File: src/rtl/chst_pkg.sv
// Shared types and constants for the chunk hash status table.
package chst_pkg;

   // Default table depth
   localparam int MAX_ENTRIES_DEFAULT = 64;

   // Field widths
   localparam int HASH_W = 160;
   localparam int FUNC_W = 3;
   localparam int HIDX_W = 6;
   localparam int RSP_W  = 16;

   // Item operation codes
   typedef enum logic [FUNC_W-1:0] {
      FUNC_CLEAR     = 3'd0,
      FUNC_APPEND    = 3'd1,
      FUNC_LOOKUP    = 3'd2,
      FUNC_MARK_FETCH = 3'd3,
      FUNC_MARK_UNFETCH = 3'd4
   } func_type;

   // Per-entry status
   typedef enum logic [1:0] {
      ST_NONE      = 2'd0,
      ST_UNFETCHED = 2'd1,
      ST_FETCHED   = 2'd2
   } status_type;

   // Sequencer states
   typedef enum logic [1:0] {
      SEQ_IDLE,
      SEQ_SCAN,
      SEQ_FINISH
   } seq_type;

   // Write-port controls from the sequencer to the store
   typedef struct packed {
      logic       hash_we;
      logic       status_we;
      status_type status_data;
   } wr_ctl_type;

endpackage

File: src/rtl/chst_seq.sv
// Sequencer: takes items, walks the table, updates counts and status, holds the result.
module chst_seq #(
   parameter int MaxEntries = chst_pkg::MAX_ENTRIES_DEFAULT,
   localparam int IdxW = (MaxEntries > 1) ? $clog2(MaxEntries) : 1,
   localparam int CntW = $clog2(MaxEntries + 1)
) (
   input  logic                        clock,
   input  logic                        reset,
   input  logic                        req_valid,
   output logic                        req_ready,
   input  logic [chst_pkg::FUNC_W-1:0] req_func,
   input  logic [chst_pkg::HASH_W-1:0] req_key,
   output logic                        rsp_valid,
   input  logic                        rsp_ready,
   output logic                        rsp_hit,
   output logic [chst_pkg::HIDX_W-1:0] rsp_hit_index,
   output logic                        rsp_matched,
   output logic                        rsp_all_fetched,
   output logic                        rsp_table_full,
   output logic [IdxW-1:0]             rd_addr,
   output logic [IdxW-1:0]             wr_addr,
   output chst_pkg::wr_ctl_type        wr_ctl,
   output logic [chst_pkg::HASH_W-1:0] wr_hash,
   input  logic [chst_pkg::HASH_W-1:0] rd_hash,
   input  chst_pkg::status_type        rd_status
);

   chst_pkg::seq_type           state_ff, state_in;
   chst_pkg::func_type          func_ff, func_in;
   logic [chst_pkg::HASH_W-1:0] key_ff, key_in;
   logic [CntW-1:0]             cnt_ff, cnt_in;
   logic [CntW-1:0]             unf_ff, unf_in;
   logic [CntW-1:0]             scan_ff, scan_in;
   logic                        pend_ff, pend_in;
   logic [IdxW-1:0]             pend_idx_ff, pend_idx_in;
   logic                        hit_ff, hit_in;
   logic [IdxW-1:0]             hidx_ff, hidx_in;
   logic                        matched_ff, matched_in;
   logic                        full_ff, full_in;
   logic                        rsp_valid_ff, rsp_valid_in;
   logic                        rsp_hit_ff, rsp_hit_in;
   logic [chst_pkg::HIDX_W-1:0] rsp_idx_ff, rsp_idx_in;
   logic                        rsp_matched_ff, rsp_matched_in;
   logic                        rsp_allf_ff, rsp_allf_in;
   logic                        rsp_full_ff, rsp_full_in;
   logic                        key_hit;
   logic                        pend_last;
   logic [IdxW+chst_pkg::HIDX_W-1:0] hidx_wide;

   // Compare on the entry read last cycle
   assign key_hit   = pend_ff && (rd_hash == key_ff);
   assign pend_last = (CntW'(pend_idx_ff) + CntW'(1)) == cnt_ff;
   assign hidx_wide = {{chst_pkg::HIDX_W{1'b0}}, hidx_ff};

   // Next state and outputs
   always_comb begin
      state_in       = state_ff;
      func_in        = func_ff;
      key_in         = key_ff;
      cnt_in         = cnt_ff;
      unf_in         = unf_ff;
      scan_in        = scan_ff;
      pend_in        = pend_ff;
      pend_idx_in    = pend_idx_ff;
      hit_in         = hit_ff;
      hidx_in        = hidx_ff;
      matched_in     = matched_ff;
      full_in        = full_ff;
      rsp_valid_in   = rsp_valid_ff && !rsp_ready;
      rsp_hit_in     = rsp_hit_ff;
      rsp_idx_in     = rsp_idx_ff;
      rsp_matched_in = rsp_matched_ff;
      rsp_allf_in    = rsp_allf_ff;
      rsp_full_in    = rsp_full_ff;
      req_ready      = 1'b0;
      rd_addr        = scan_ff[IdxW-1:0];
      wr_addr        = cnt_ff[IdxW-1:0];
      wr_hash        = req_key;
      wr_ctl         = '{hash_we: 1'b0, status_we: 1'b0,
                         status_data: chst_pkg::ST_UNFETCHED};

      case (state_ff)
         chst_pkg::SEQ_IDLE: begin
            req_ready = 1'b1;
            if (req_valid) begin
               func_in    = chst_pkg::func_type'(req_func);
               key_in     = req_key;
               hit_in     = 1'b0;
               hidx_in    = '0;
               matched_in = 1'b0;
               full_in    = 1'b0;
               scan_in    = '0;
               pend_in    = 1'b0;
               state_in   = chst_pkg::SEQ_FINISH;
               case (req_func)
                  chst_pkg::FUNC_CLEAR: begin
                     cnt_in = '0;
                     unf_in = '0;
                  end
                  chst_pkg::FUNC_APPEND: begin
                     if (cnt_ff >= CntW'(MaxEntries)) begin
                        full_in = 1'b1;
                     end else begin
                        wr_ctl.hash_we   = 1'b1;
                        wr_ctl.status_we = 1'b1;
                        cnt_in = cnt_ff + CntW'(1);
                        unf_in = unf_ff + CntW'(1);
                     end
                  end
                  chst_pkg::FUNC_LOOKUP,
                  chst_pkg::FUNC_MARK_FETCH,
                  chst_pkg::FUNC_MARK_UNFETCH: begin
                     if (cnt_ff != '0) begin
                        state_in = chst_pkg::SEQ_SCAN;
                     end
                  end
                  default: ;
               endcase
            end
         end

         chst_pkg::SEQ_SCAN: begin
            if (key_hit) begin
               // First match found: act on it
               matched_in = 1'b1;
               state_in   = chst_pkg::SEQ_FINISH;
               wr_addr    = pend_idx_ff;
               case (func_ff)
                  chst_pkg::FUNC_LOOKUP: begin
                     if (rd_status == chst_pkg::ST_UNFETCHED) begin
                        hit_in  = 1'b1;
                        hidx_in = pend_idx_ff;
                     end
                  end
                  chst_pkg::FUNC_MARK_FETCH: begin
                     wr_ctl.status_we   = 1'b1;
                     wr_ctl.status_data = chst_pkg::ST_FETCHED;
                     if (rd_status == chst_pkg::ST_UNFETCHED) begin
                        unf_in = unf_ff - CntW'(1);
                     end
                  end
                  chst_pkg::FUNC_MARK_UNFETCH: begin
                     wr_ctl.status_we   = 1'b1;
                     wr_ctl.status_data = chst_pkg::ST_UNFETCHED;
                     if (rd_status == chst_pkg::ST_FETCHED) begin
                        unf_in = unf_ff + CntW'(1);
                     end
                  end
                  default: ;
               endcase
            end else if (pend_ff && pend_last) begin
               // Walked every loaded entry without a match
               state_in = chst_pkg::SEQ_FINISH;
            end else begin
               // Issue the next read
               pend_in     = scan_ff < cnt_ff;
               pend_idx_in = scan_ff[IdxW-1:0];
               if (scan_ff < cnt_ff) begin
                  scan_in = scan_ff + CntW'(1);
               end
            end
         end

         chst_pkg::SEQ_FINISH: begin
            if (!rsp_valid_ff || rsp_ready) begin
               rsp_valid_in   = 1'b1;
               rsp_hit_in     = hit_ff;
               rsp_idx_in     = hidx_wide[chst_pkg::HIDX_W-1:0];
               rsp_matched_in = matched_ff;
               rsp_allf_in    = (unf_ff == '0);
               rsp_full_in    = full_ff;
               state_in       = chst_pkg::SEQ_IDLE;
            end
         end

         default: state_in = chst_pkg::SEQ_IDLE;
      endcase
   end

   // Control registers
   always_ff @(posedge clock) begin
      if (reset) begin
         state_ff     <= chst_pkg::SEQ_IDLE;
         cnt_ff       <= '0;
         unf_ff       <= '0;
         pend_ff      <= 1'b0;
         rsp_valid_ff <= 1'b0;
      end else begin
         state_ff     <= state_in;
         cnt_ff       <= cnt_in;
         unf_ff       <= unf_in;
         pend_ff      <= pend_in;
         rsp_valid_ff <= rsp_valid_in;
      end
   end

   // Payload registers
   always_ff @(posedge clock) begin
      func_ff        <= func_in;
      key_ff         <= key_in;
      scan_ff        <= scan_in;
      pend_idx_ff    <= pend_idx_in;
      hit_ff         <= hit_in;
      hidx_ff        <= hidx_in;
      matched_ff     <= matched_in;
      full_ff        <= full_in;
      rsp_hit_ff     <= rsp_hit_in;
      rsp_idx_ff     <= rsp_idx_in;
      rsp_matched_ff <= rsp_matched_in;
      rsp_allf_ff    <= rsp_allf_in;
      rsp_full_ff    <= rsp_full_in;
   end

   assign rsp_valid       = rsp_valid_ff;
   assign rsp_hit         = rsp_hit_ff;
   assign rsp_hit_index   = rsp_idx_ff;
   assign rsp_matched     = rsp_matched_ff;
   assign rsp_all_fetched = rsp_allf_ff;
   assign rsp_table_full  = rsp_full_ff;

endmodule

File: config.mk
export PLATFORM = sky130hd
export DESIGN_NAME = chst_seq
export DESIGN_NICKNAME = d
export VERILOG_FILES = /design/src/rtl/chst_pkg.sv /design/src/rtl/chst_seq.sv
export SDC_FILE = /design/constraint.sdc
export NUM_CORES = 1
export LEC_CHECK = 0
export BUFFER_PORTS_ARGS = -buffer_cell sky130_fd_sc_hd__buf_2
export CAP_MARGIN = 10
export CORE_AREA = 2 2 201 203
export DETAILED_ROUTE_END_ITERATION = 8
export DIE_AREA = 0 0 203 205
export GPL_ROUTABILITY_DRIVEN = 0
export PLACE_DENSITY_LB_ADDON = 0.15
export SLEW_MARGIN = 20
export SYNTH_ARGS = -nofsm -noshare
export SYNTH_HDL_FRONTEND = slang
export SYNTH_SLANG_ARGS = --single-unit
File: constraint.sdc
create_clock -name clock -period 15.15 [get_ports clock]
set_clock_uncertainty 0.05 [all_clocks]
set_input_delay 0.7575 -clock clock [delete_from_list [all_inputs] [get_ports clock]]
set_output_delay 0.7575 -clock clock [all_outputs]
set_load 0.1 [all_outputs]
Word level (Yosys, flattened, before mapping)
Index checks and enable logic that the tools add are counted.
{"block": "totals", "ff_bits": 213, "out_inout_bits": 188, "wordCells": 129}
{"block": "op_classes", "add_sub_neg": 5, "n_lt_le_gt_ge": 2, "eq_ne": 28, "muxes": 51, "bitwise_logic": 2, "reduce_logical": 23}
{"operator": "$eq A160 B160 Y1", "count": 1}
{"operator": "$mux W7", "count": 10}
{"operator": "$pmux W7 S2", "count": 5}
{"operator": "$mux W6", "count": 6}
{"operator": "$add A7 B1 Y7 const B", "count": 3}
{"operator": "$mux W2", "count": 10}
{"operator": "$ne A2 B2 Y1 const B", "count": 8}
{"operator": "$eq A3 B2 Y1 const B", "count": 4}
{"operator": "$mux W1", "count": 12}
{"operator": "$ne A3 B3 Y1 const B", "count": 4}
{"operator": "$pmux W6 S2", "count": 1}
{"operator": "$reduce_and A5 Y1", "count": 2}
{"operator": "$reduce_and A3 Y1", "count": 3}
{"operator": "$pmux W1 S2", "count": 4}
{"operator": "$reduce_and A4 Y1", "count": 2}
{"operator": "$reduce_and A8 Y1", "count": 1}
{"operator": "$add A6 B1 Y7 const B", "count": 1}
{"operator": "$eq A7 B7 Y1", "count": 1}
{"operator": "$ge A7 B7 Y1 const B", "count": 1}
{"operator": "$logic_not A7 Y1", "count": 1}
{"operator": "$lt A7 B7 Y1", "count": 1}
{"operator": "$reduce_bool A7 Y1", "count": 1}
{"operator": "$sub A7 B1 Y7 const B", "count": 1}
{"operator": "$eq A3 B3 Y1 const B", "count": 2}
{"operator": "other kinds (17)", "count": 26}

Depth between registers and ports, before layout
Gate-level depths: netlist of run 1.
{"block": "logic_depth", "word_depth": 6, "ltp_mapped": 10, "depth_no_buf": 9}

Least setup slack after synthesis of run 1
OpenSTA, ideal clock, no wires.
{"block": "synth_timing", "kind": "register to output", "start": "reg state_ff[1]", "end": "out wr_ctl[2] (netlist name)", "t_arrival_ns": 8.194, "required_time_ns": 14.343, "slack_ns": 6.149, "stages_incl_launch_ff": 6, "cell_sequence": "dfxtp_1 nor2_1 nand2_1 inv_1 nand3_1 o21ai_0"}
{"item": "from (decl)", "line_no": "chst_seq.sv:28", "text": "chst_pkg::seq_type state_ff, state_in;"}
{"item": "from (signal assigned)", "line_no": "chst_seq.sv:183", "text": "state_ff <= chst_pkg::SEQ_IDLE;"}
{"item": "from (signal assigned)", "line_no": "chst_seq.sv:189", "text": "state_ff <= state_in;"}
{"item": "to (decl)", "line_no": "chst_seq.sv:22", "text": "output chst_pkg::wr_ctl_type wr_ctl,"}

==> results of run 1 <==
routing by layer:
| layer | track usage | vias to the layer above | routed length [µm] |
|---|---|---|---|
| met1 | 0.2006 | 3626 | 14620 |
| met2 | 0.2937 | 315 | 17450 |
| met4 | 0.03884 | 2 | 614 |
| li1 | - | 3825 | - |
| met3 | 0.03293 | 41 | 2311 |
| met5 | 0 | - | 11 |
flip-flops by register name (all words and copies together) (netlist names), 2 cells and up:
name           cells
pend_idx_ff        6
func_ff            3
unf_ff             7
rsp_hit_index      6
scan_ff            7
key_ff           160
cnt_ff             7
hidx_ff            6
state_ff           2
cell families (layout without fill, tap and decap cells):
group	count (synthesis)	count (layout)	synth area share
other cells	0	1	0
xor+xnor	114	114	0.09050
compound gates	100	100	0.06714
simple gates	222	222	0.1141
buf+inv	238	627	0.1423
mux	8	8	0.007825
fa+ha+maj	13	13	0.01474
flops	213	213	0.5634
where the power goes:
part           switching (µW)  internal (µW)  total, µW
sequential               14.8            681        695
clock                     239            359        598
combinational             266           80.4        347
total                     520           1120       1640
stage by stage:
stage	hold WS [ns]	cell area, µm²	std cells
floorplan	0.3503	11030	908
global placement	0.3521	12960	1775
detailed placement	0.3554	12960	1775
CTS	0.3145	13760	1821
global route	0.3275	13780	1822
finish	0.3574	13780	1823
worst max-delay path by stage:
stage | startpoint | endpoint | slack [ns] | depth (start not counted)
5_1_grt | key_ff[63] | wr_ctl[2] | 10.07 | 9
6_report | key_ff[1] | wr_ctl[2] | 10.51 | 9
4_1_cts | key_ff[133] | wr_ctl[2] | 10.23 | 9
3_5_place_dp | rd_hash[97] | wr_ctl[2] | 10.35 | 10
2_1_floorplan | state_ff[1] | wr_ctl[2] | 6.15 | 5
3_3_place_gp | rd_hash[97] | wr_ctl[2] | 10.31 | 10
Yosys cell counts (all sizes together), types with 3 or more instances:
| cell | n | area (µm²) |
|---|---|---|
| xnor2 | 82 | 718.2 |
| and2b | 3 | 22.52 |
| xor2 | 32 | 280.3 |
| nor2b | 41 | 256.5 |
| nor3 | 4 | 20.02 |
| a31oi | 3 | 18.77 |
| a22o | 4 | 35.03 |
| o21ai | 14 | 70.06 |
| mux2i | 3 | 30.03 |
| o311ai | 3 | 26.28 |
| nand2b | 21 | 131.4 |
| o2111ai | 6 | 52.55 |
| or2b | 4 | 30.03 |
| nor2 | 34 | 130.1 |
| nand3 | 15 | 75.07 |
| ha | 13 | 162.7 |
| inv | 62 | 232.7 |
| edfxtp | 195 | 5856 |
| mux2 | 5 | 56.30 |
| buf | 170 | 1300 |
| and2 | 9 | 56.30 |
| o22ai | 14 | 87.58 |
| a2111o | 5 | 56.30 |
| o221ai | 4 | 35.03 |
| a21o | 3 | 22.52 |
| nor4 | 21 | 137.6 |
| clkbuf | 5 | 28.77 |
| dfxtp | 18 | 360.4 |
| a21oi | 17 | 88.84 |
| nand4 | 28 | 175.2 |
| a2111oi | 13 | 113.9 |
| nand2 | 26 | 97.59 |
layout make-up:
type                       count  area, µm²  area share
clock buffer                  37      713.2     0.05176
tap                          525      656.9     0.04768
antenna                        1      2.502   0.0001816
multi-input combinational    457       3248      0.2357
clock inverter                 9      93.84    0.006811
sequential                   213       6216      0.4511
inverter                      63      246.5     0.01789
timing repair buffer         518       2601      0.1888
critical path, cell delays in order (launching register included):
cell and delay (ns):
edfxtp_1 0.44, nor2b_1 0.16, a2111oi_0 0.74, nand4_1 0.16, nor3_1 0.44, nand3_1 0.21
nor2_2 0.44, o21ai_0 0.16, o21ai_0 0.10, buf_2 0.46
==> impl_metrics.yaml, run 1 <==
pwr:
  power.total_uw: 1640
  vdd.ir_drop.worst_uv: 72.14
  power.leakage_uw: 0.005720
  power.density_mw_per_mm2: 119.0
clock_network:
  cts_tree: "built"
  cts.reportedPaths.clkPinSlew_ns: 0.06
  clk_path_buf_depth: 3
  post_cts_buffers: 0
  cts_buffers: 26
  root_buffer: "clkbuf_16"
  cts_num_sinks: 213
  clkLatencyLatePin_ns: 0.54
  ctsResizeCount: 0
  holdBufCountCts: 0
  cts_max_level: 1
grt:
  grtUsageTotal: 0.1634
  grt.overflow.total: 0
  grt_pass1_wl_um: 49510
  antenna_found_initial: 3
  grt_pass1_vias: 8045
  grt_max_degree: 87
timing:
  final_max_slew_viol_count: 0
  tns_ns: 0
  hold_viol: 0
  setup_ws_ns: 10.51
  period_share: 0.3061
  relSlewSlack: 0.3540
  period_minus_slack_ns: 4.637
  worst_pin_slew_ns: 0.9446
  max_freq_ghz: 0.2157
  rsz0062_at_grt: "no"
  setup_violations: 0
die:
  rows: 73
  die-area_mm2: 0.04162
  fp.dieH_um: 205
  pin_count: 517
  die_w_um: 203
  core_mm2: 0.03937
  start_util: 0.2803
min_path:
  worstHoldEndpoint: "key_ff[29]"
  hold_path_startpoint: "req_key[29]"
  hp-class: "input pin to flip-flop"
  hold_path_depth: 1
yosys:
  synth.net_count: 1250
  ys.flop_type: "edfxtp_1"
  avgSynthCellArea_um2: 12.15
  netlist_instances: 908
  synth-edff-count: 195
  netlist_area_mm2: 0.01103
  synthArstFlopShare: 0
  seq_area_frac_synth: 0.5634
  yosysWarnings: 0
  ys_seq_elements: 213
  synth_cell_types: 64
worst_setup_path:
  r2r_slack_ns: 11.79
  reg2regPathDepth: 7
  cp-start-kind: "flip-flop"
  reg2reg_from: "key_ff[1]"
  rr_endpoint: "hidx_ff[2]"
  crit_arrival_ns: 3.83
  cp-end-kind: "output pin"
  worstPathMaxFanout: 8
  path_class: "flip-flop to output pin"
  required_ns: 14.34
cells_and_area:
  area_delta_synth_final_pct: 24.88
  layout-drive-gt1-share: 0.4364
  fin_util: 0.3500
  fillerInstances: 4043
  fin_nets: 1621
  layout_commonest_cell: "buf_2"
  layout_common_cells: "buf_2, edfxtp_1, xnor2_1"
detailed_routing:
  drc_errors: 0
  firstDrtPassIters: 4
  ant_nets: 0
  vias: 7809
  vias_per_cell: 4.284
  drtIter0Drc: 352
  wire_per_inst_um: 19.20
  wl_um: 35010
place:
  place_hpwl_um: 28820
  port_buffers: 516
  place_ws_ns: 10.35
job:
  cap_viol_max_count: 0
outcome:
  status: "complete, no violations"
Note: power is estimated with default switching activity, not from simulation.
==> run 2: changes to the inputs <==
- CORE_AREA: 2 2 201 203 -> 2 2 203 205
- DIE_AREA: 0 0 203 205 -> 0 0 205 207
- clock period: 15.15 -> 4.85 ns (I/O delays scaled with it)
==> impl_metrics.yaml, run 2 (same netlist as run 1, synthesis figures left out) <==
clock_network:
  cts_max_level: 1
  cts_num_sinks: 213
  cts.reportedPaths.clkPinSlew_ns: 0.06
  clk_path_buf_depth: 3
  cts_buffers: 27
  clkLatencyLatePin_ns: 0.55
  cts_tree: "built"
  root_buffer: "clkbuf_16"
detailed_routing:
  drc_errors: 0
  ant_nets: 0
  vias_per_cell: 4.281
  vias: 8579
  firstDrtPassIters: 4
  wl_um: 37970
  wire_per_inst_um: 18.95
  drtIter0Drc: 285
timing:
  period_share: 0.8904
  max_freq_ghz: 0.2316
  tns_ns: 0
  final_max_slew_viol_count: 0
  rsz0062_at_grt: "no"
  period_minus_slack_ns: 4.318
  worst_pin_slew_ns: 0.8869
  setup_violations: 0
  hold_viol: 0
  setup_ws_ns: 0.5316
  hold_ws_ns: 0.07058
  relSlewSlack: 0.3935
worst_setup_path:
  critical-path-top-delay-family: "simple AND/OR/NAND/NOR gates"
  cp-startpoint: "key_ff[68]"
  reg2reg_from: "key_ff[68]"
  cp-start-kind: "flip-flop"
  path_class: "flip-flop to output pin"
  crit_arrival_ns: 4.03
  cp_slowest_cell: "a2111oi_0"
  max_stage_delay_ns: 0.78
  crit_chain: "nor2b_1 -> a2111oi_0 -> buf_4 -> nand4_1 -> nor3_1 -> nand3_1 -> nor2_2 -> o21ai_0 -> o21ai_2 -> buf_2"
  required_ns: 4.56
  path_buf_inv: 2
  cp-end-kind: "output pin"
  worstPathMaxFanout: 8
grt:
  grt.overflow.total: 0
  grt_pass1_vias: 9078
  grtUsageTotal: 0.1734
  antenna_found_initial: 6
  grt_max_degree: 127
  grt_pass1_wl_um: 54740
min_path:
  hp-class: "input pin to flip-flop"
  hold_path_startpoint: "reset"
cells_and_area:
  stdcell_count: 2004
  layout_common_cells: "buf_2, edfxtp_1, dlygate4sd3_1"
  layout-drive-gt1-share: 0.3937
  largest_register_ffs: 160
  fillerInstances: 3981
  area_delta_synth_final_pct: 41.09
  layout_commonest_cell: "buf_2"
  top_register: "key_ff"
  fin_util: 0.3856
  fin_nets: 1791
place:
  post-place-cells: 1787
  port_buffers: 516
  place_ws_ns: 0.8788
  place_hpwl_um: 29100
die:
  core_mm2: 0.04037
  fp.dieH_um: 207
  start_util: 0.2733
  die_w_um: 205
  die-area_mm2: 0.04244
  pin_count: 517
  rows: 74
job:
  cap_viol_max_count: 0
outcome:
  status: "complete, no violations"
pwr:
  power.leakage_uw: 0.006466
  power.density_mw_per_mm2: 347.0
  vdd.ir_drop.worst_uv: 253.1
run 2: stage by stage:
stage	instance area, µm²	total power, µW
floorplan	11050	3086
detailed placement	13020	3313
global placement	13020	3312
global route	15560	5613
CTS	15550	5480
finish	15570	5401
run 2: routing by layer:
layer,vias to the layer above,share of wire,wire length (µm),GRT usage
met5,-,0.0011,43,0
met4,6,0.028,1072,0.05011
met3,57,0.058,2221,0.03965
met2,313,0.51,19210,0.3142
met1,4030,0.41,15430,0.2024
li1,4173,-,-,-
run 2: worst paths after layout:
kind	to	slack (ns)	cells past startpoint
setup / recovery	wr_ctl[2]	0.53	10
hold / removal	cnt_ff[0]	0.07	2
setup reg to reg	hidx_ff[2]	1.34	8
hold reg to reg	rsp_hit_index[2]	0.37	0
run 2: repair_timing:
action                                 CTS  global route
setup buffers                            0             0
endpoints found under the hold margin  164             0
hold buffers                           164             0
gates resized for setup                  0             0
setup endpoints to repair                0             0
run 2: worst reg2reg max path, delay by kind of cell, from the launching register on:
family / cells / cell delay [ns]
AO/OA/AOI/OAI: 2 / 1.06
flip-flops: 1 / 0.37
AND/OR/NAND/NOR: 5 / 1.40
buffers and inverters: 1 / 0.23
run 2: where the power goes:
group	total (µW)	internal [µW]	switching, µW	leakage, µW
registers	2170	2130	45.5	0.00202
clock network	2030	1240	791	0.000426
logic	1200	342	858	0.00402
run 2: layout make-up:
class,instances,area [µm²],area share
inverters,63,245.2,0.01575
clock buffers,38,757.0,0.04863
repair buffers,687,4289,0.2755
diodes,4,10.01,0.0006430
clock inverters,10,127.6,0.008199
well taps,532,665.6,0.04276
multi-input cells,457,3256,0.2091
flip-flops and latches,213,6216,0.3993
